==> src/rtl/irf_pkg.sv <==
// ----------------------------------------------------------------------------
// irf_pkg: shared types and constants of the integer radix formatter
// Holds the status codes, ASCII constants and the digit character lookup.
// ----------------------------------------------------------------------------
`default_nettype none

package irf_pkg;

    // result status codes
    typedef enum logic [1:0] {
        ST_OK        = 2'd0,
        ST_EMPTY     = 2'd1,
        ST_BAD_RADIX = 2'd2
    } t_status;

    // radix limits and the one radix that takes a prefix
    localparam logic [5:0] RADIX_MIN = 6'd2;
    localparam logic [5:0] RADIX_MAX = 6'd36;
    localparam logic [5:0] RADIX_HEX = 6'd16;

    // digit store geometry
    localparam int unsigned DIGIT_DEPTH = 64;
    localparam int unsigned DIGIT_W     = 6;

    // ascii codes
    localparam logic [7:0] CH_SPACE   = 8'h20;
    localparam logic [7:0] CH_PLUS    = 8'h2B;
    localparam logic [7:0] CH_MINUS   = 8'h2D;
    localparam logic [7:0] CH_ZERO    = 8'h30;
    localparam logic [7:0] CH_UPPER_A = 8'h41;
    localparam logic [7:0] CH_LOWER_A = 8'h61;
    localparam logic [7:0] CH_UPPER_X = 8'h58;
    localparam logic [7:0] CH_LOWER_X = 8'h78;
    localparam logic [7:0] CH_NUL     = 8'h00;

    // digit value to its ascii character, letters in the chosen case
    function automatic logic [7:0] digit_char(input logic [5:0] d, input logic upper);
        logic [7:0] base;
        base = upper ? CH_UPPER_A : CH_LOWER_A;
        if (d < 6'd10) begin
            return CH_ZERO + {2'b00, d};
        end else begin
            return base + {2'b00, d} - 8'd10;
        end
    endfunction

endpackage

`default_nettype wire

==> src/rtl/irf_if.sv <==
// ----------------------------------------------------------------------------
// irf_if: request and result channels of the integer radix formatter
// Valid/ready channels; a request moves on an edge with valid and ready high.
// ----------------------------------------------------------------------------
`default_nettype none

interface irf_req_if;
    logic               valid;
    logic               ready;
    logic [63:0]        value;
    logic [5:0]         radix;
    logic [6:0]         min_width;
    logic signed [6:0]  min_digits;
    logic               zero_pad;
    logic               signed_value;
    logic               force_plus;
    logic               space_sign;
    logic               left_justify;
    logic               alt_prefix;
    logic               upper_case;
    logic               suppress_prefix;

    modport source (
        output valid, value, radix, min_width, min_digits, zero_pad, signed_value,
               force_plus, space_sign, left_justify, alt_prefix, upper_case,
               suppress_prefix,
        input  ready
    );
    modport sink (
        input  valid, value, radix, min_width, min_digits, zero_pad, signed_value,
               force_plus, space_sign, left_justify, alt_prefix, upper_case,
               suppress_prefix,
        output ready
    );
endinterface

interface irf_rsp_if;
    logic               valid;
    logic               ready;
    logic [7:0]         character;
    logic               last_char;
    irf_pkg::t_status   status;
    logic               truncated;
    logic [6:0]         total_length;

    modport source (
        output valid, character, last_char, status, truncated, total_length,
        input  ready
    );
    modport sink (
        input  valid, character, last_char, status, truncated, total_length,
        output ready
    );
endinterface

`default_nettype wire

==> src/rtl/irf_ram.sv <==
// ----------------------------------------------------------------------------
// irf_ram: generic single-write, single-read RAM
// One write port and one read port with registered read data.
// ----------------------------------------------------------------------------
`default_nettype none

module irf_ram #(
    parameter int unsigned WIDTH = 8,
    parameter int unsigned DEPTH = 64
) (
    input  wire logic                       i_clk,
    input  wire logic                       i_we,
    input  wire logic [$clog2(DEPTH)-1:0]   i_waddr,
    input  wire logic [WIDTH-1:0]           i_wdata,
    input  wire logic [$clog2(DEPTH)-1:0]   i_raddr,
    output logic      [WIDTH-1:0]           o_rdata
);

    logic [WIDTH-1:0] r_mem [DEPTH];

    // write port and registered read
    always_ff @(posedge i_clk) begin
        if (i_we) begin
            r_mem[i_waddr] <= i_wdata;
        end
        o_rdata <= r_mem[i_raddr];
    end

endmodule

`default_nettype wire

==> src/rtl/integer_radix_formatter_unit.sv <==
// ----------------------------------------------------------------------------
// integer_radix_formatter_unit: printf-style integer to text conversion
// Converts one 64-bit value per request into ASCII characters, one per result.
// ----------------------------------------------------------------------------
// One request is taken at a time; ready is high only while the unit is idle.
// The digits come from one shared restoring divider that produces one quotient
// bit per cycle, so each digit takes 64 divide steps and a check. The S_LEN,
// S_PAD and S_BND states then size the field, and each character passes a digit
// store read, then the output register load, which waits while the result side
// holds ready low. Bad radix and empty conversions give a single result.
// ----------------------------------------------------------------------------
`default_nettype none

module integer_radix_formatter_unit #(
    parameter int unsigned MAX_CHARS = 64
) (
    input  wire logic       i_clk,
    input  wire logic       i_rst_n,
    irf_req_if.sink         i_req,
    irf_rsp_if.source       o_rsp
);

    import irf_pkg::*;

    localparam logic [6:0] MAX_LEN = 7'(MAX_CHARS);
    localparam int unsigned AW     = $clog2(DIGIT_DEPTH);

    typedef enum logic [8:0] {
        S_IDLE  = 9'b000000001,
        S_CHECK = 9'b000000010,
        S_DIV   = 9'b000000100,
        S_LEN   = 9'b000001000,
        S_PAD   = 9'b000010000,
        S_BND   = 9'b000100000,
        S_RD    = 9'b001000000,
        S_LD    = 9'b010000000,
        S_ONE   = 9'b100000000
    } t_state;

    t_state      r_state, n_state;
    logic        r_o_valid, n_o_valid;

    // request fields held for the conversion
    logic [63:0] r_mag;
    logic [5:0]  r_radix;
    logic [6:0]  r_width;
    logic        r_md_given;
    logic [5:0]  r_md;
    logic        r_zpad;
    logic        r_left;
    logic        r_upper;
    logic        r_has_sign;
    logic [7:0]  r_sign_ch;
    logic        r_prefix;
    t_status     r_one_status;

    // divider and digit count
    logic [5:0]  r_rem;
    logic [5:0]  r_bit;
    logic [6:0]  r_nd;

    // field layout
    logic [6:0]  r_fixed;
    logic [6:0]  r_pad;
    logic [6:0]  r_len;
    logic [6:0]  r_b1, r_b2, r_b3, r_b4, r_b5;
    logic [6:0]  r_count;
    logic [6:0]  r_pos;

    // output register
    logic [7:0]  r_o_char;
    logic        r_o_last;
    t_status     r_o_status;
    logic        r_o_trunc;
    logic [6:0]  r_o_total;

    logic        w_req_fire;
    logic        w_out_free;
    logic        w_bad_radix;
    logic        w_neg;
    logic [6:0]  w_shift;
    logic        w_ge;
    logic [5:0]  n_rem;
    logic        w_ram_we;
    logic [AW-1:0] w_ram_waddr;
    logic [DIGIT_W-1:0] w_ram_wdata;
    logic [6:0]  w_rd_idx;
    logic [DIGIT_W-1:0] w_rd_digit;
    logic        w_last;
    logic [7:0]  w_char;
    logic [6:0]  w_prec;
    logic [6:0]  w_lead;
    logic [6:0]  w_tail;

    assign i_req.ready  = (r_state == S_IDLE);
    assign w_req_fire   = i_req.valid && i_req.ready;
    assign w_out_free   = !r_o_valid || o_rsp.ready;

    assign o_rsp.valid        = r_o_valid;
    assign o_rsp.character    = r_o_char;
    assign o_rsp.last_char    = r_o_last;
    assign o_rsp.status       = r_o_status;
    assign o_rsp.truncated    = r_o_trunc;
    assign o_rsp.total_length = r_o_total;

    // request decode
    assign w_bad_radix = (i_req.radix < RADIX_MIN) || (i_req.radix > RADIX_MAX);
    assign w_neg       = i_req.signed_value && i_req.value[63];

    // one restoring divide step: remainder stays below the radix
    assign w_shift = {r_rem, r_mag[63]};
    assign w_ge    = (w_shift >= {1'b0, r_radix});
    assign n_rem   = w_ge ? 6'(w_shift - {1'b0, r_radix}) : w_shift[5:0];

    // digit store writes: divider remainders, or a lone zero digit
    always_comb begin
        w_ram_we    = 1'b0;
        w_ram_waddr = r_nd[AW-1:0];
        w_ram_wdata = n_rem;
        if (r_state == S_DIV && r_bit == 6'd0) begin
            w_ram_we = 1'b1;
        end else if (r_state == S_CHECK && r_mag == 64'd0 && r_nd == 7'd0
                     && !(r_md_given && r_md == 6'd0)) begin
            w_ram_we    = 1'b1;
            w_ram_waddr = '0;
            w_ram_wdata = '0;
        end
    end

    // digits are stored least significant first, read back from the top
    assign w_rd_idx = r_b5 - 7'd1 - r_pos;

    irf_ram #(
        .WIDTH (DIGIT_W),
        .DEPTH (DIGIT_DEPTH)
    ) u_digits (
        .i_clk   (i_clk),
        .i_we    (w_ram_we),
        .i_waddr (w_ram_waddr),
        .i_wdata (w_ram_wdata),
        .i_raddr (w_rd_idx[AW-1:0]),
        .o_rdata (w_rd_digit)
    );

    // effective digit count and padding placement
    assign w_prec = (r_md_given && {1'b0, r_md} > r_nd) ? {1'b0, r_md} : r_nd;
    assign w_lead = (!r_zpad && !r_left) ? r_pad : 7'd0;
    assign w_tail = r_left ? r_pad : 7'd0;

    // character at the current position
    assign w_last = (r_pos == r_count - 7'd1);
    always_comb begin
        if (r_pos < r_b1) begin
            w_char = CH_SPACE;
        end else if (r_pos < r_b2) begin
            w_char = r_sign_ch;
        end else if (r_pos < r_b3) begin
            w_char = (r_pos == r_b2) ? CH_ZERO : (r_upper ? CH_UPPER_X : CH_LOWER_X);
        end else if (r_pos < r_b4) begin
            w_char = CH_ZERO;
        end else if (r_pos < r_b5) begin
            w_char = digit_char(w_rd_digit, r_upper);
        end else begin
            w_char = CH_SPACE;
        end
    end

    // sequencer
    always_comb begin
        n_state   = r_state;
        n_o_valid = r_o_valid && !o_rsp.ready;
        unique case (r_state)
            S_IDLE: begin
                if (w_req_fire) begin
                    n_state = w_bad_radix ? S_ONE : S_CHECK;
                end
            end
            S_CHECK: begin
                n_state = (r_mag == 64'd0) ? S_LEN : S_DIV;
            end
            S_DIV: begin
                if (r_bit == 6'd0) begin
                    n_state = S_CHECK;
                end
            end
            S_LEN: n_state = S_PAD;
            S_PAD: n_state = S_BND;
            S_BND: n_state = (r_len == 7'd0) ? S_ONE : S_RD;
            S_RD:  n_state = S_LD;
            S_LD: begin
                if (w_out_free) begin
                    n_o_valid = 1'b1;
                    n_state   = w_last ? S_IDLE : S_RD;
                end
            end
            S_ONE: begin
                if (w_out_free) begin
                    n_o_valid = 1'b1;
                    n_state   = S_IDLE;
                end
            end
            default: n_state = S_IDLE;
        endcase
    end

    // control registers
    always_ff @(posedge i_clk) begin
        if (!i_rst_n) begin
            r_state   <= S_IDLE;
            r_o_valid <= 1'b0;
        end else begin
            r_state   <= n_state;
            r_o_valid <= n_o_valid;
        end
    end

    // datapath registers
    always_ff @(posedge i_clk) begin
        unique case (r_state)
            S_IDLE: begin
                r_mag        <= w_neg ? (64'd0 - i_req.value) : i_req.value;
                r_radix      <= i_req.radix;
                r_width      <= i_req.min_width;
                r_md_given   <= !i_req.min_digits[6];
                r_md         <= i_req.min_digits[5:0];
                r_zpad       <= i_req.zero_pad && !i_req.left_justify;
                r_left       <= i_req.left_justify;
                r_upper      <= i_req.upper_case;
                r_has_sign   <= w_neg || (i_req.signed_value
                                          && (i_req.force_plus || i_req.space_sign));
                r_sign_ch    <= w_neg ? CH_MINUS : (i_req.force_plus ? CH_PLUS : CH_SPACE);
                r_prefix     <= i_req.alt_prefix && !i_req.suppress_prefix
                                && (i_req.radix == RADIX_HEX);
                r_nd         <= 7'd0;
                r_one_status <= ST_BAD_RADIX;
            end
            S_CHECK: begin
                r_rem <= 6'd0;
                r_bit <= 6'd63;
                if (w_ram_we) begin
                    r_nd <= 7'd1;
                end
            end
            S_DIV: begin
                r_rem <= n_rem;
                r_mag <= {r_mag[62:0], w_ge};
                r_bit <= r_bit - 6'd1;
                if (r_bit == 6'd0) begin
                    r_nd <= r_nd + 7'd1;
                end
            end
            S_LEN: begin
                r_fixed <= w_prec + {6'd0, r_has_sign} + (r_prefix ? 7'd2 : 7'd0);
            end
            S_PAD: begin
                r_pad <= (r_width > r_fixed) ? (r_width - r_fixed) : 7'd0;
                r_len <= (r_width > r_fixed) ? r_width : r_fixed;
            end
            S_BND: begin
                r_b1         <= w_lead;
                r_b2         <= w_lead + {6'd0, r_has_sign};
                r_b3         <= w_lead + {6'd0, r_has_sign} + (r_prefix ? 7'd2 : 7'd0);
                r_b4         <= r_len - w_tail - r_nd;
                r_b5         <= r_len - w_tail;
                r_count      <= (r_len > MAX_LEN) ? MAX_LEN : r_len;
                r_pos        <= 7'd0;
                r_one_status <= ST_EMPTY;
            end
            S_RD: begin
            end
            S_LD: begin
                if (w_out_free) begin
                    r_o_char   <= w_char;
                    r_o_last   <= w_last;
                    r_o_status <= ST_OK;
                    r_o_trunc  <= w_last && (r_len > MAX_LEN);
                    r_o_total  <= w_last ? r_len : 7'd0;
                    r_pos      <= r_pos + 7'd1;
                end
            end
            S_ONE: begin
                if (w_out_free) begin
                    r_o_char   <= CH_NUL;
                    r_o_last   <= 1'b1;
                    r_o_status <= r_one_status;
                    r_o_trunc  <= 1'b0;
                    r_o_total  <= 7'd0;
                end
            end
            default: begin
            end
        endcase
    end

    // digit count never passes the store depth
    a_nd_range: assert property (@(posedge i_clk) disable iff (!i_rst_n)
        r_state != S_IDLE |-> r_nd <= 7'(DIGIT_DEPTH))
        else $error("digit count beyond store depth");

    // divider remainder always below the radix
    a_rem_range: assert property (@(posedge i_clk) disable iff (!i_rst_n)
        r_state == S_DIV |-> r_rem < r_radix)
        else $error("divider remainder not below radix");

    // a taken request starts either a conversion or a single status result
    a_req_start: assert property (@(posedge i_clk) disable iff (!i_rst_n)
        i_req.valid && i_req.ready |=> (r_state == S_CHECK || r_state == S_ONE))
        else $error("request taken without starting work");

    // truncation flag agrees with the reported length on a final character
    a_trunc: assert property (@(posedge i_clk) disable iff (!i_rst_n)
        r_o_valid && r_o_last && r_o_status == ST_OK |->
            r_o_trunc == (r_o_total > MAX_LEN))
        else $error("truncated flag disagrees with total length");

    // characters are never emitted past the cut
    a_pos_cut: assert property (@(posedge i_clk) disable iff (!i_rst_n)
        r_state == S_LD |-> r_pos < r_count)
        else $error("character position past the cut");

endmodule

`default_nettype wire
==> src/flat_wrapper.sv <==
// flat-port wrapper written by rule: the top's interface ports become plain ports
module integer_radix_formatter_unit_flat import irf_pkg::*;
#(
    parameter int unsigned MAX_CHARS = 64
)
  (i_clk, i_rst_n, i_req_valid, i_req_value, i_req_radix, i_req_min_width, i_req_min_digits, i_req_zero_pad, i_req_signed_value, i_req_force_plus, i_req_space_sign, i_req_left_justify, i_req_alt_prefix, i_req_upper_case, i_req_suppress_prefix, i_req_ready, o_rsp_valid, o_rsp_character, o_rsp_last_char, o_rsp_status, o_rsp_truncated, o_rsp_total_length, o_rsp_ready);
  irf_req_if i_req_i ();
  irf_rsp_if o_rsp_i ();
  input  wire logic i_clk;
  input  wire logic i_rst_n;
  input wire logic [$bits(i_req_i.valid)-1:0] i_req_valid;
  input wire logic [$bits(i_req_i.value)-1:0] i_req_value;
  input wire logic [$bits(i_req_i.radix)-1:0] i_req_radix;
  input wire logic [$bits(i_req_i.min_width)-1:0] i_req_min_width;
  input wire logic [$bits(i_req_i.min_digits)-1:0] i_req_min_digits;
  input wire logic [$bits(i_req_i.zero_pad)-1:0] i_req_zero_pad;
  input wire logic [$bits(i_req_i.signed_value)-1:0] i_req_signed_value;
  input wire logic [$bits(i_req_i.force_plus)-1:0] i_req_force_plus;
  input wire logic [$bits(i_req_i.space_sign)-1:0] i_req_space_sign;
  input wire logic [$bits(i_req_i.left_justify)-1:0] i_req_left_justify;
  input wire logic [$bits(i_req_i.alt_prefix)-1:0] i_req_alt_prefix;
  input wire logic [$bits(i_req_i.upper_case)-1:0] i_req_upper_case;
  input wire logic [$bits(i_req_i.suppress_prefix)-1:0] i_req_suppress_prefix;
  output wire logic [$bits(i_req_i.ready)-1:0] i_req_ready;
  output wire logic [$bits(o_rsp_i.valid)-1:0] o_rsp_valid;
  output wire logic [$bits(o_rsp_i.character)-1:0] o_rsp_character;
  output wire logic [$bits(o_rsp_i.last_char)-1:0] o_rsp_last_char;
  output wire logic [$bits(o_rsp_i.status)-1:0] o_rsp_status;
  output wire logic [$bits(o_rsp_i.truncated)-1:0] o_rsp_truncated;
  output wire logic [$bits(o_rsp_i.total_length)-1:0] o_rsp_total_length;
  input wire logic [$bits(o_rsp_i.ready)-1:0] o_rsp_ready;
  assign i_req_i.valid = i_req_valid;
  assign i_req_i.value = i_req_value;
  assign i_req_i.radix = i_req_radix;
  assign i_req_i.min_width = i_req_min_width;
  assign i_req_i.min_digits = i_req_min_digits;
  assign i_req_i.zero_pad = i_req_zero_pad;
  assign i_req_i.signed_value = i_req_signed_value;
  assign i_req_i.force_plus = i_req_force_plus;
  assign i_req_i.space_sign = i_req_space_sign;
  assign i_req_i.left_justify = i_req_left_justify;
  assign i_req_i.alt_prefix = i_req_alt_prefix;
  assign i_req_i.upper_case = i_req_upper_case;
  assign i_req_i.suppress_prefix = i_req_suppress_prefix;
  assign i_req_ready = i_req_i.ready;
  assign o_rsp_valid = o_rsp_i.valid;
  assign o_rsp_character = o_rsp_i.character;
  assign o_rsp_last_char = o_rsp_i.last_char;
  assign o_rsp_status = o_rsp_i.status;
  assign o_rsp_truncated = o_rsp_i.truncated;
  assign o_rsp_total_length = o_rsp_i.total_length;
  assign o_rsp_i.ready = o_rsp_ready;
  integer_radix_formatter_unit #(.MAX_CHARS(MAX_CHARS)) u_core (.i_clk(i_clk), .i_rst_n(i_rst_n), .i_req(i_req_i), .o_rsp(o_rsp_i));
endmodule
==> config.mk <==
export PLATFORM = sky130hd
export DESIGN_NAME = integer_radix_formatter_unit_flat
export DESIGN_NICKNAME = d
export VERILOG_FILES = /design/src/rtl/irf_pkg.sv /design/src/rtl/irf_if.sv /design/src/rtl/irf_ram.sv /design/src/rtl/integer_radix_formatter_unit.sv /design/src/flat_wrapper.sv
export SDC_FILE = /design/constraint.sdc
export NUM_CORES = 1
export LEC_CHECK = 0
export ABC_AREA = 0
export BUFFER_PORTS_ARGS = -buffer_cell sky130_fd_sc_hd__buf_2
export CORE_MARGIN = 5
export CORE_UTILIZATION = 29
export DETAILED_ROUTE_END_ITERATION = 10
export SLEW_MARGIN = 40
export SYNTH_ARGS = -nofsm -noshare
export SYNTH_HDL_FRONTEND = slang
export SYNTH_HIERARCHICAL = 1
export SYNTH_SLANG_ARGS = --single-unit
==> constraint.sdc <==
create_clock -name i_clk -period 9.65 [get_ports i_clk]
set_input_delay 0.4825 -clock i_clk [delete_from_list [all_inputs] [get_ports i_clk]]
set_output_delay 0.4825 -clock i_clk [all_outputs]
set_load 0.01 [all_outputs]
==> run summary, run 1 <==
status -> complete, no violations
CTS clock-pin slew for the worst setup and hold paths -> 0.06 ns
Critical Path, Cell by Cell -> nor4_1 -> nand4_1 -> nor4_1 -> and3_1 -> nor2_1 -> nor2_1 -> nand3_1 -> nor2_1
crit path launch type -> flop
ys async rst share -> 0
Design Area, Final -> 0.0326 sq mm
Worst-Skew Late Latency -> 0.64 ns
Yosys reg bits -> 601
WP buf/inv -> 0
clk root buf -> clkbuf_16
first-pass GRT wire length -> 106 mm
Max H-tree Level -> 2
CTS tree -> done
initial core utilization -> 0.292
initial antenna violation count -> 1
Row Count -> 114
gr ovfl total -> 0
Worst Tran Pin Value -> 0.870 ns
pin count of the biggest net entering global routing -> 66
RSZ-0062 raised after global routing -> no
Reg-to-Reg Start -> u_core/r_mag[47]
Max VDD drop -> 212 uV
Pwr per Cell Area -> 239 mW/mm^2
clk_skew -> 0.0212 ns
Syn Std Cell Area -> 0.0283 sq mm
vias in the first global route -> 17700
DRT iter0 DRCs -> 1389
max-cap violations -> 0
crit share post-route -> 0.497
crit end category -> flop
DP HPWL -> 47.3 mm
floorplan core area -> 0.0967 sq mm
max-slew violation count -> 0
tightest hold margin -> 0.0308 ns
area of placed instances -> 0.0303 sq mm
# clock sinks -> 601
Crit Path Category -> reg2reg
Critical Path RT -> 9.91 ns
nets@finish -> 2313
total number of vias -> 17300
routed length per placed instance -> 20.1 um
FMAX -> 0.209 GHz
count of cell types in the netlist -> 76
I/O Buffers -> 116
delay-heaviest family, CP -> simple AND/OR/NAND/NOR gates
total negative slack -> 0 ns
CTS Buffer Depth -> 3
Setup crit start -> u_core/r_mag[47]
fraction of layout cells with a size suffix above 1 -> 0.177
post-CTS setup buffers -> 0
number of setup violations in the final report -> 0
critical path peak fanout -> 10
Syn Nets -> 2185
Pleak -> 0.0110 uW
Syn-to-layout area delta -> 15.4%
slowest stage delay, CP -> 0.79 ns
DIE AREA -> 0.104 sq mm
Syn Inst Count -> 1994
Post-synth EDFFs -> 585
Post-route DRC -> 0
Synth Flop Type -> edfxtp_1
Crit-path slowest cell -> and3_1
sequential fraction of the synthesis area -> 0.633
CTS buffer count -> 61
GRT Resource Usage Total -> 0.131
Avg Cell Area, Syn -> 14.2 sq um
Critical Path AT -> 5.06 ns
1st-pass router iterations -> 5
DRT Wirelength -> 69.4 mm
final hold viol count -> 0
DRT antenna net count -> 0
HP Class -> in2reg
I/O pins -> 117
via/cell ratio -> 5.00
Ys Warns -> 6
cell repeated most along the worst path -> nor2_1
Min-Delay Startpoint -> i_req_min_digits[2]
Die Ht -> 322 um
Die Wd -> 322 um
crit path time final -> 4.80 ns
GPL Wtd Cong -> 0.864
post-layout util -> 0.337
post-CTS sizing -> 0
relative slew slack -> 0.415
## cell type report
class / instances / area, sq um
well taps: 1276 / 1600
flip-flops and latches: 601 / 17900
clock inverters: 43 / 554
multi-input cells: 1210 / 9710
clock buffers: 72 / 1570
diodes: 1 / 2.50
inverters: 100 / 375
repair buffers: 148 / 911
fillers: 9323 / 64100
## kinds of logic after synthesis
family	after synthesis	synth area share
AO/OA/AOI/OAI	304	0.0676
AND/OR/NAND/NOR	557	0.0995
multiplexers	137	0.0914
flip-flops	601	0.633
adder cells (fa/ha/maj)	95	0.0439
XOR/XNOR	117	0.0363
buffers and inverters	183	0.0284
## placed cells by master, fill, tap and decap left out, types with 16 or more instances in the layout
| master | count |
|---|---|
| nand4_1 | 16 |
| nor4_1 | 30 |
| xor2_1 | 39 |
| mux2_2 | 19 |
| nor2b_1 | 30 |
| nand2_1 | 82 |
| a21oi_1 | 96 |
| mux2i_1 | 25 |
| and3_1 | 16 |
| buf_2 | 116 |
| a31oi_1 | 24 |
| mux4_2 | 87 |
| xnor2_1 | 77 |
| nor2_1 | 194 |
| o21ai_0 | 56 |
| inv_1 | 100 |
| nor3_1 | 36 |
| ha_1 | 87 |
| clkbuf_16 | 61 |
| dfxtp_1 | 16 |
| nand2b_1 | 20 |
| edfxtp_1 | 585 |
| nand3_1 | 36 |
## cells in the mapped netlist (6+ instances only)
library cell	number	area, sq um
and2_1	14	87.6
mux4_2	87	1960
o22ai_1	15	93.8
a31oi_1	24	150
mux4_1	6	158
buf_2	15	75.1
dfxtp_1	16	320
o21ai_1	6	30.0
clkbuf_1	56	210
buf_6	6	67.6
mux2_2	19	214
or4_1	9	67.6
a21oi_1	97	485
nor4_1	32	200
nor4b_1	8	70.1
o221ai_1	10	87.6
nand2b_1	20	125
a211oi_1	12	90.1
xnor2_1	77	674
nor3_1	40	200
o31ai_1	9	67.6
a21o_1	15	113
o21a_1	10	75.1
and3_1	17	106
nand3_1	37	185
fa_1	7	140
inv_1	100	375
or3_1	11	68.8
o22a_1	7	61.3
mux2i_1	25	250
edfxtp_1	585	17600
nand2_1	84	315
nand4_1	16	100
xor2_1	40	350
o21ai_0	58	290
ha_1	88	1100
nand3b_1	6	45.0
nor2_1	201	754
nor2b_1	30	188
## what timing repair did
item,CTS,global route
hold buffers,7,0
setup endpoints to repair,0,0
hold endpoints to repair,7,0
## layer usage
layer	GRT usage	part of all wire	vias to the layer above
met5	0	0	-
met4	0.0288	0.018	0
met3	0.0184	0.055	97
met2	0.229	0.50	532
met1	0.174	0.43	8731
li1	-	-	7903
## final timing paths
check / endpoint / slack, ns / depth (start not counted)
worst max-delay path: u_core/u_digits/r_mem[17][2] / 4.85 / 8
worst min-delay path: u_core/r_md[2] / 0.03 / 1
worst max register to register: u_core/u_digits/r_mem[17][2] / 4.85 / 8
worst min register to register: u_core/r_mag[14] / 0.57 / 2
## through the flow
stage               std cells  total power, uW  worst slack [ns]
finish                   3451             7780              4.85
global route             3451             8130              4.68
CTS                      3447             7820              4.90
detailed placement       3325             5330              4.95
global placement         3323             5300              5.09
floorplan                1994             4650              5.56
## power breakdown
group	internal, uW	switching, uW	total, uW
Clock	1490	998	2480
Sequential	3590	170	3760
Combinational	429	1110	1540
## registers in the layout, indices dropped and copies added, names as in the netlist, 7 cells and up
signal / cells
u_core/o_rsp.character: 8
u_core/r_pos: 7
u_core/o_rsp.total_length: 7
u_core/r_b4: 7
u_core/r_b2: 7
u_core/r_mag: 64
u_core/r_b5: 7
u_core/u_digits/r_mem: 384
u_core/r_pad: 7
u_core/r_len: 7
u_core/r_b1: 7
u_core/r_count: 7
u_core/r_width: 7
u_core/r_fixed: 7
u_core/r_nd: 7
u_core/r_state: 9
Note: power is estimated with default switching activity, not from simulation.
==> run 2: changes to the inputs <==
- clock period: 9.65 -> 4 ns (I/O delays scaled with it)
==> run summary, run 2 (synthesized netlist as in run 1, its figures left out) <==
Largest register FFs -> 384 (unchanged)
DRT iter0 DRCs -> 1386 (-0.22%)
max-cap violations -> 0 (unchanged)
pin count of the biggest net entering global routing -> 65 (-1.5%)
Row Count -> 114 (unchanged)
# clock sinks -> 601 (unchanged)
CTS buffer count -> 61 (unchanged)
placed cell count -> 3367 (+1.3%)
Max H-tree Level -> 2 (unchanged)
Post-route DRC -> 0 (unchanged)
final hold viol count -> 0 (unchanged)
Crit-path slowest cell -> nor2_1
post-CTS setup buffers -> 0 (unchanged)
HP Class -> in2reg
I/O pins -> 117 (unchanged)
1st-pass router iterations -> 6 (+1)
crit path launch type -> flop
nets@finish -> 2393 (+3.5%)
relative slew slack -> 0.427 (+0.0124)
first-pass GRT wire length -> 105 mm (-1.2%)
top flop regs -> u_core/u_digits/r_mem x384, u_core/r_mag x64, u_core/r_state x9
post-route setup slack -> 0.112 ns (-4.74 ns)
clk_skew -> 0.0500 ns (+0.0288 ns)
floorplan core area -> 0.0967 sq mm (unchanged)
Critical Path RT -> 4.29 ns (-5.62 ns)
most frequent cells in the layout -> 585 x edfxtp_1, 188 x nor2_1, 116 x buf_2
initial core utilization -> 0.292 (unchanged)
routed length per placed instance -> 19.6 um (-2.5%)
Syn-to-layout area delta -> 17.4%
Most flops, register -> u_core/u_digits/r_mem
worst slack at placement -> 0.0344 ns (-4.92 ns)
via/cell ratio -> 4.94 (-1.1%)
Critical Path AT -> 4.18 ns (-0.88 ns)
Critical Path, Cell by Cell -> inv_1 -> ha_1 -> or4b_2 -> nor4_1 -> and3_1 -> buf_4 -> nor2_1 -> nor2b_1 -> nand2_1 -> nor2_1
Crit Path Category -> reg2reg
total number of vias -> 17400 (+0.89%)
max-slew violation count -> 0 (unchanged)
clk root buf -> clkbuf_16
fin cells -> 3522 (+2.1%)
RSZ-0062 raised after global routing -> yes
DRT Wirelength -> 69.0 mm (-0.51%)
Pleak -> 0.0113 uW (+2.6%)
Filler cells -> 9339 (+0.17%)
crit path time final -> 3.89 ns (-0.907 ns)
I/O Buffers -> 116 (unchanged)
FMAX -> 0.257 GHz (+23%)
cell repeated most along the worst path -> nor2_1
DIE AREA -> 0.104 sq mm (unchanged)
WP buf/inv -> 2 (+2)
DRT antenna net count -> 0 (unchanged)
fraction of layout cells with a size suffix above 1 -> 0.183 (+0.00554)
crit share post-route -> 0.972 (+0.475)
GRT Resource Usage Total -> 0.129 (-0.00203)
number of setup violations in the final report -> 0 (unchanged)
Pwr per Cell Area -> 553 mW/mm^2 (+130%)
Die Ht -> 322 um (unchanged)
Max VDD drop -> 664 uV (+210%)
Die Wd -> 322 um (unchanged)
CTS tree -> done
status -> complete, no violations
gr ovfl total -> 0 (unchanged)
critical path peak fanout -> 8 (-2)
initial antenna violation count -> 1 (unchanged)
delay-heaviest family, CP -> simple AND/OR/NAND/NOR gates
CTS Buffer Depth -> 3 (unchanged)
Worst-Skew Late Latency -> 0.65 ns (about the same)
vias in the first global route -> 17700 (+0.37%)
DP HPWL -> 48.6 mm (+2.6%)
GPL Wtd Cong -> 0.852 (-1.4%)
slowest stage delay, CP -> 0.59 ns (-0.20 ns)
CTS clock-pin slew for the worst setup and hold paths -> 0.06 ns (about the same)
most common cell after layout, fill and taps aside -> edfxtp_1
Worst Tran Pin Value -> 0.857 ns (-0.0126 ns)
crit end category -> flop
## run 2: routing by layer
| metal | share of wire | routed length [um] | track usage |
|---|---|---|---|
| met5 | 0 | 0 | 0 |
| met1 | 0.43 | 29700 | 0.171 |
| met2 | 0.49 | 34000 | 0.223 |
| met3 | 0.056 | 3840 | 0.0212 |
| met4 | 0.021 | 1420 | 0.0299 |
## run 2: where the power goes
| group | switching [uW] | total (uW) | internal, uW |
|---|---|---|---|
| registers | 295 | 8950 | 8650 |
| logic | 2710 | 3870 | 1160 |
| clock network | 2340 | 5530 | 3180 |
## run 2: worst paths after layout
check / startpoint / endpoint / cells past startpoint / slack [ns]
min reg2reg: u_core/r_mag[2] / u_core/r_mag[3] / 2 / 0.56
max: u_core/r_nd[1] / u_core/u_digits/r_mem[44][4] / 10 / 0.11
max reg2reg: u_core/r_nd[1] / u_core/u_digits/r_mem[44][4] / 10 / 0.11
min: i_req_value[60] / u_core/r_mag[60] / 3 / 0.03
## run 2: worst register-to-register path, cell delays in order, from the launching register on
cell and delay (ns):
edfxtp_1 0.43, inv_1 0.25, ha_1 0.19, or4b_2 0.58, nor4_1 0.23, and3_1 0.24, buf_4 0.25, nor2_1 0.08
nor2b_1 0.24, nand2_1 0.48, nor2_1 0.60
## run 2: repair_timing
action,CTS,global route
resized for setup,0,6
endpoints found under the hold margin,52,0
endpoints found under the setup margin,0,96
hold buffers,48,0
## run 2: per-stage QoR
step / hold WS [ns] / power (uW) / utilization / cell area, sq um / TNS, ns
detailed placement: 0.378 / 12900 / 0.317 / 30700 / 0
finish: 0.0340 / 18300 / 0.343 / 33200 / 0
global route: 0.0193 / 19200 / 0.343 / 33200 / -4.66
CTS: 0.000701 / 18500 / 0.343 / 33100 / 0
global placement: 0.376 / 12800 / 0.317 / 30700 / 0
floorplan: 0.287 / 11200 / - / 28300 / 0
## run 2: final cells by class
| class | instances | area (sq um) | share of cell area |
|---|---|---|---|
| antenna | 1 | 2.50 | 0.0000755 |
| inverter | 100 | 375 | 0.0113 |
| sequential | 601 | 17900 | 0.539 |
| tap | 1276 | 1600 | 0.0481 |
| clock inverter | 31 | 370 | 0.0112 |
| multi-input combinational | 1210 | 9710 | 0.293 |
| timing repair buffer | 228 | 1640 | 0.0495 |
| clock buffer | 75 | 1580 | 0.0476 |
==> run 3: changes to the inputs <==
- BUFFER_PORTS_ARGS: -buffer_cell sky130_fd_sc_hd__buf_2 -> not set
- DONT_BUFFER_PORTS: not set -> 1
==> run summary, run 3 (synthesized netlist as in run 1, its figures left out) <==
status -> complete, no violations
Filler cells -> 9308 (-0.33%)
Worst Tran Pin Value -> 0.771 ns (-0.0860 ns)
Pwr per Cell Area -> 563 mW/mm^2 (+1.7%)
fraction of layout cells with a size suffix above 1 -> 0.144 (-0.0383)
CTS Buffer Depth -> 3 (unchanged)
Max VDD drop -> 624 uV (-6.0%)
gr ovfl total -> 0 (unchanged)
clk_skew -> 0.0263 ns (-0.0237 ns)
DIE AREA -> 0.104 sq mm (unchanged)
vias in the first global route -> 17900 (+0.81%)
GRT Resource Usage Total -> 0.131 (+0.00206)
crit end category -> flop
DRT iter0 DRCs -> 1226 (-12%)
most common cell after layout, fill and taps aside -> edfxtp_1
final hold viol count -> 0 (unchanged)
number of setup violations in the final report -> 0 (unchanged)
total number of vias -> 17200 (-1.1%)
crit share post-route -> 0.962 (-0.0104)
CTS clock-pin slew for the worst setup and hold paths -> 0.06 ns (about the same)
first-pass GRT wire length -> 107 mm (+1.7%)
DRT Wirelength -> 69.8 mm (+1.2%)
post-route setup slack -> 0.153 ns (+0.0417 ns)
Die Wd -> 322 um (unchanged)
1st-pass router iterations -> 5 (-1)
critical path peak fanout -> 7 (-1)
CTS tree -> done
Row Count -> 114 (unchanged)
relative slew slack -> 0.486 (+0.0587)
Pleak -> 0.0112 uW (-1.1%)
Critical Path AT -> 4.12 ns (-0.06 ns)
CTS buffer count -> 61 (unchanged)
Worst-Skew Late Latency -> 0.64 ns (about the same)
max-slew violation count -> 0 (unchanged)
Syn-to-layout area delta -> 17.8%
Max H-tree Level -> 2 (unchanged)
crit path time final -> 3.85 ns (-0.0417 ns)
HP Class -> in2reg
pin count of the biggest net entering global routing -> 65 (unchanged)
hold path depth -> 2 (-1)
FF-to-FF path depth -> 9 (-1)
crit path launch type -> flop
GPL Wtd Cong -> 0.889 (+4.3%)
floorplan core area -> 0.0967 sq mm (unchanged)
DRT antenna net count -> 0 (unchanged)
# clock sinks -> 601 (unchanged)
top flop regs -> u_core/u_digits/r_mem x384, u_core/r_mag x64, u_core/r_state x9
Die Ht -> 322 um (unchanged)
nets@finish -> 2327 (-2.8%)
initial core utilization -> 0.292 (unchanged)
post-CTS setup buffers -> 0 (unchanged)
I/O Buffers -> 0 (-100%)
Largest register FFs -> 384 (unchanged)
I/O pins -> 117 (unchanged)
most frequent cells in the layout -> 585 x edfxtp_1, 187 x nor2_1, 100 x inv_1
Critical Path RT -> 4.27 ns (-0.02 ns)
FMAX -> 0.260 GHz (+1.1%)
post-layout util -> 0.344 (+0.00140)
clk root buf -> clkbuf_16
Post-route DRC -> 0 (unchanged)
DP HPWL -> 47.4 mm (-2.4%)
Most flops, register -> u_core/u_digits/r_mem
via/cell ratio -> 4.97 (+0.52%)
routed length per placed instance -> 20.1 um (+2.8%)
worst slack at placement -> 0.145 ns (+0.111 ns)
max-cap violations -> 0 (unchanged)
initial antenna violation count -> 2 (+1)
Crit Path Category -> reg2reg
RSZ-0062 raised after global routing -> yes
-- run 3: worst max-delay path, cell delays in order (launching register included) --
cell      delay (ns)
edfxtp_1        0.44
inv_1           0.24
ha_1            0.18
or4b_2          0.58
nor4_1          0.25
and3_1          0.26
o21bai_1        0.25
nor2b_1         0.32
nand2_1         0.41
nor2_1          0.55
-- run 3: timing repair --
| action | 4_1_cts | 5_1_grt |
|---|---|---|
| hold buffers | 97 | 0 |
| endpoints found under the hold margin | 99 | 0 |
| setup endpoints to repair | 0 | 62 |
| resized for setup | 0 | 7 |
-- run 3: final cells by class --
class | count | area, sq um | share of cell area
Inverter | 100 | 375 | 0.0113
Clock inverter | 44 | 537 | 0.0161
Antenna cell | 1 | 2.50 | 0.0000752
Clock buffer | 72 | 1600 | 0.0480
Sequential cell | 601 | 17900 | 0.537
Tap cell | 1276 | 1600 | 0.0480
Multi-Input combinational cell | 1210 | 9720 | 0.292
Timing Repair Buffer | 162 | 1580 | 0.0473
-- run 3: metal layers --
layer  up-vias  share of wire  GRT usage  wire (um)
li1       7921              -          -          -
met1      8695           0.43      0.172      29700
met2       516           0.49      0.225      34300
met3        94          0.063     0.0257       4390
met4         2          0.020     0.0308       1420
met5         -        0.00024          0         17
-- run 3: path summary, 6_finish.rpt --
path	from	end	slack, ns
setup / recovery	u_core/r_nd[1]	u_core/u_digits/r_mem[60][4]	0.15
hold / removal	i_req_value[21]	u_core/r_mag[21]	0.04
setup reg to reg	u_core/r_nd[1]	u_core/u_digits/r_mem[60][4]	0.15
hold reg to reg	u_core/r_one_status[1]	u_core/o_rsp.status[1]	0.55
-- run 3: power breakdown --
group	leakage [uW]	switching [uW]	internal [uW]	total (uW)
sequential	0.00547	330	8650	8980
combinational	0.00466	2650	1130	3780
clock	0.00103	2450	3520	5970
-- run 3: through the flow --
stage / cells / power, uW / instance area, sq um / hold slack (ns) / setup TNS [ns]
after global placement: 3252 / 12700 / 30100 / 0.299 / 0
after detailed placement: 3252 / 12800 / 30100 / 0.299 / 0
after floorplan: 1994 / 11200 / 28300 / 0.287 / 0
after CTS: 3465 / 18900 / 33300 / 0.00364 / 0
after global routing: 3466 / 19500 / 33300 / 0.0415 / -1.93
final: 3466 / 18700 / 33300 / 0.0383 / 0
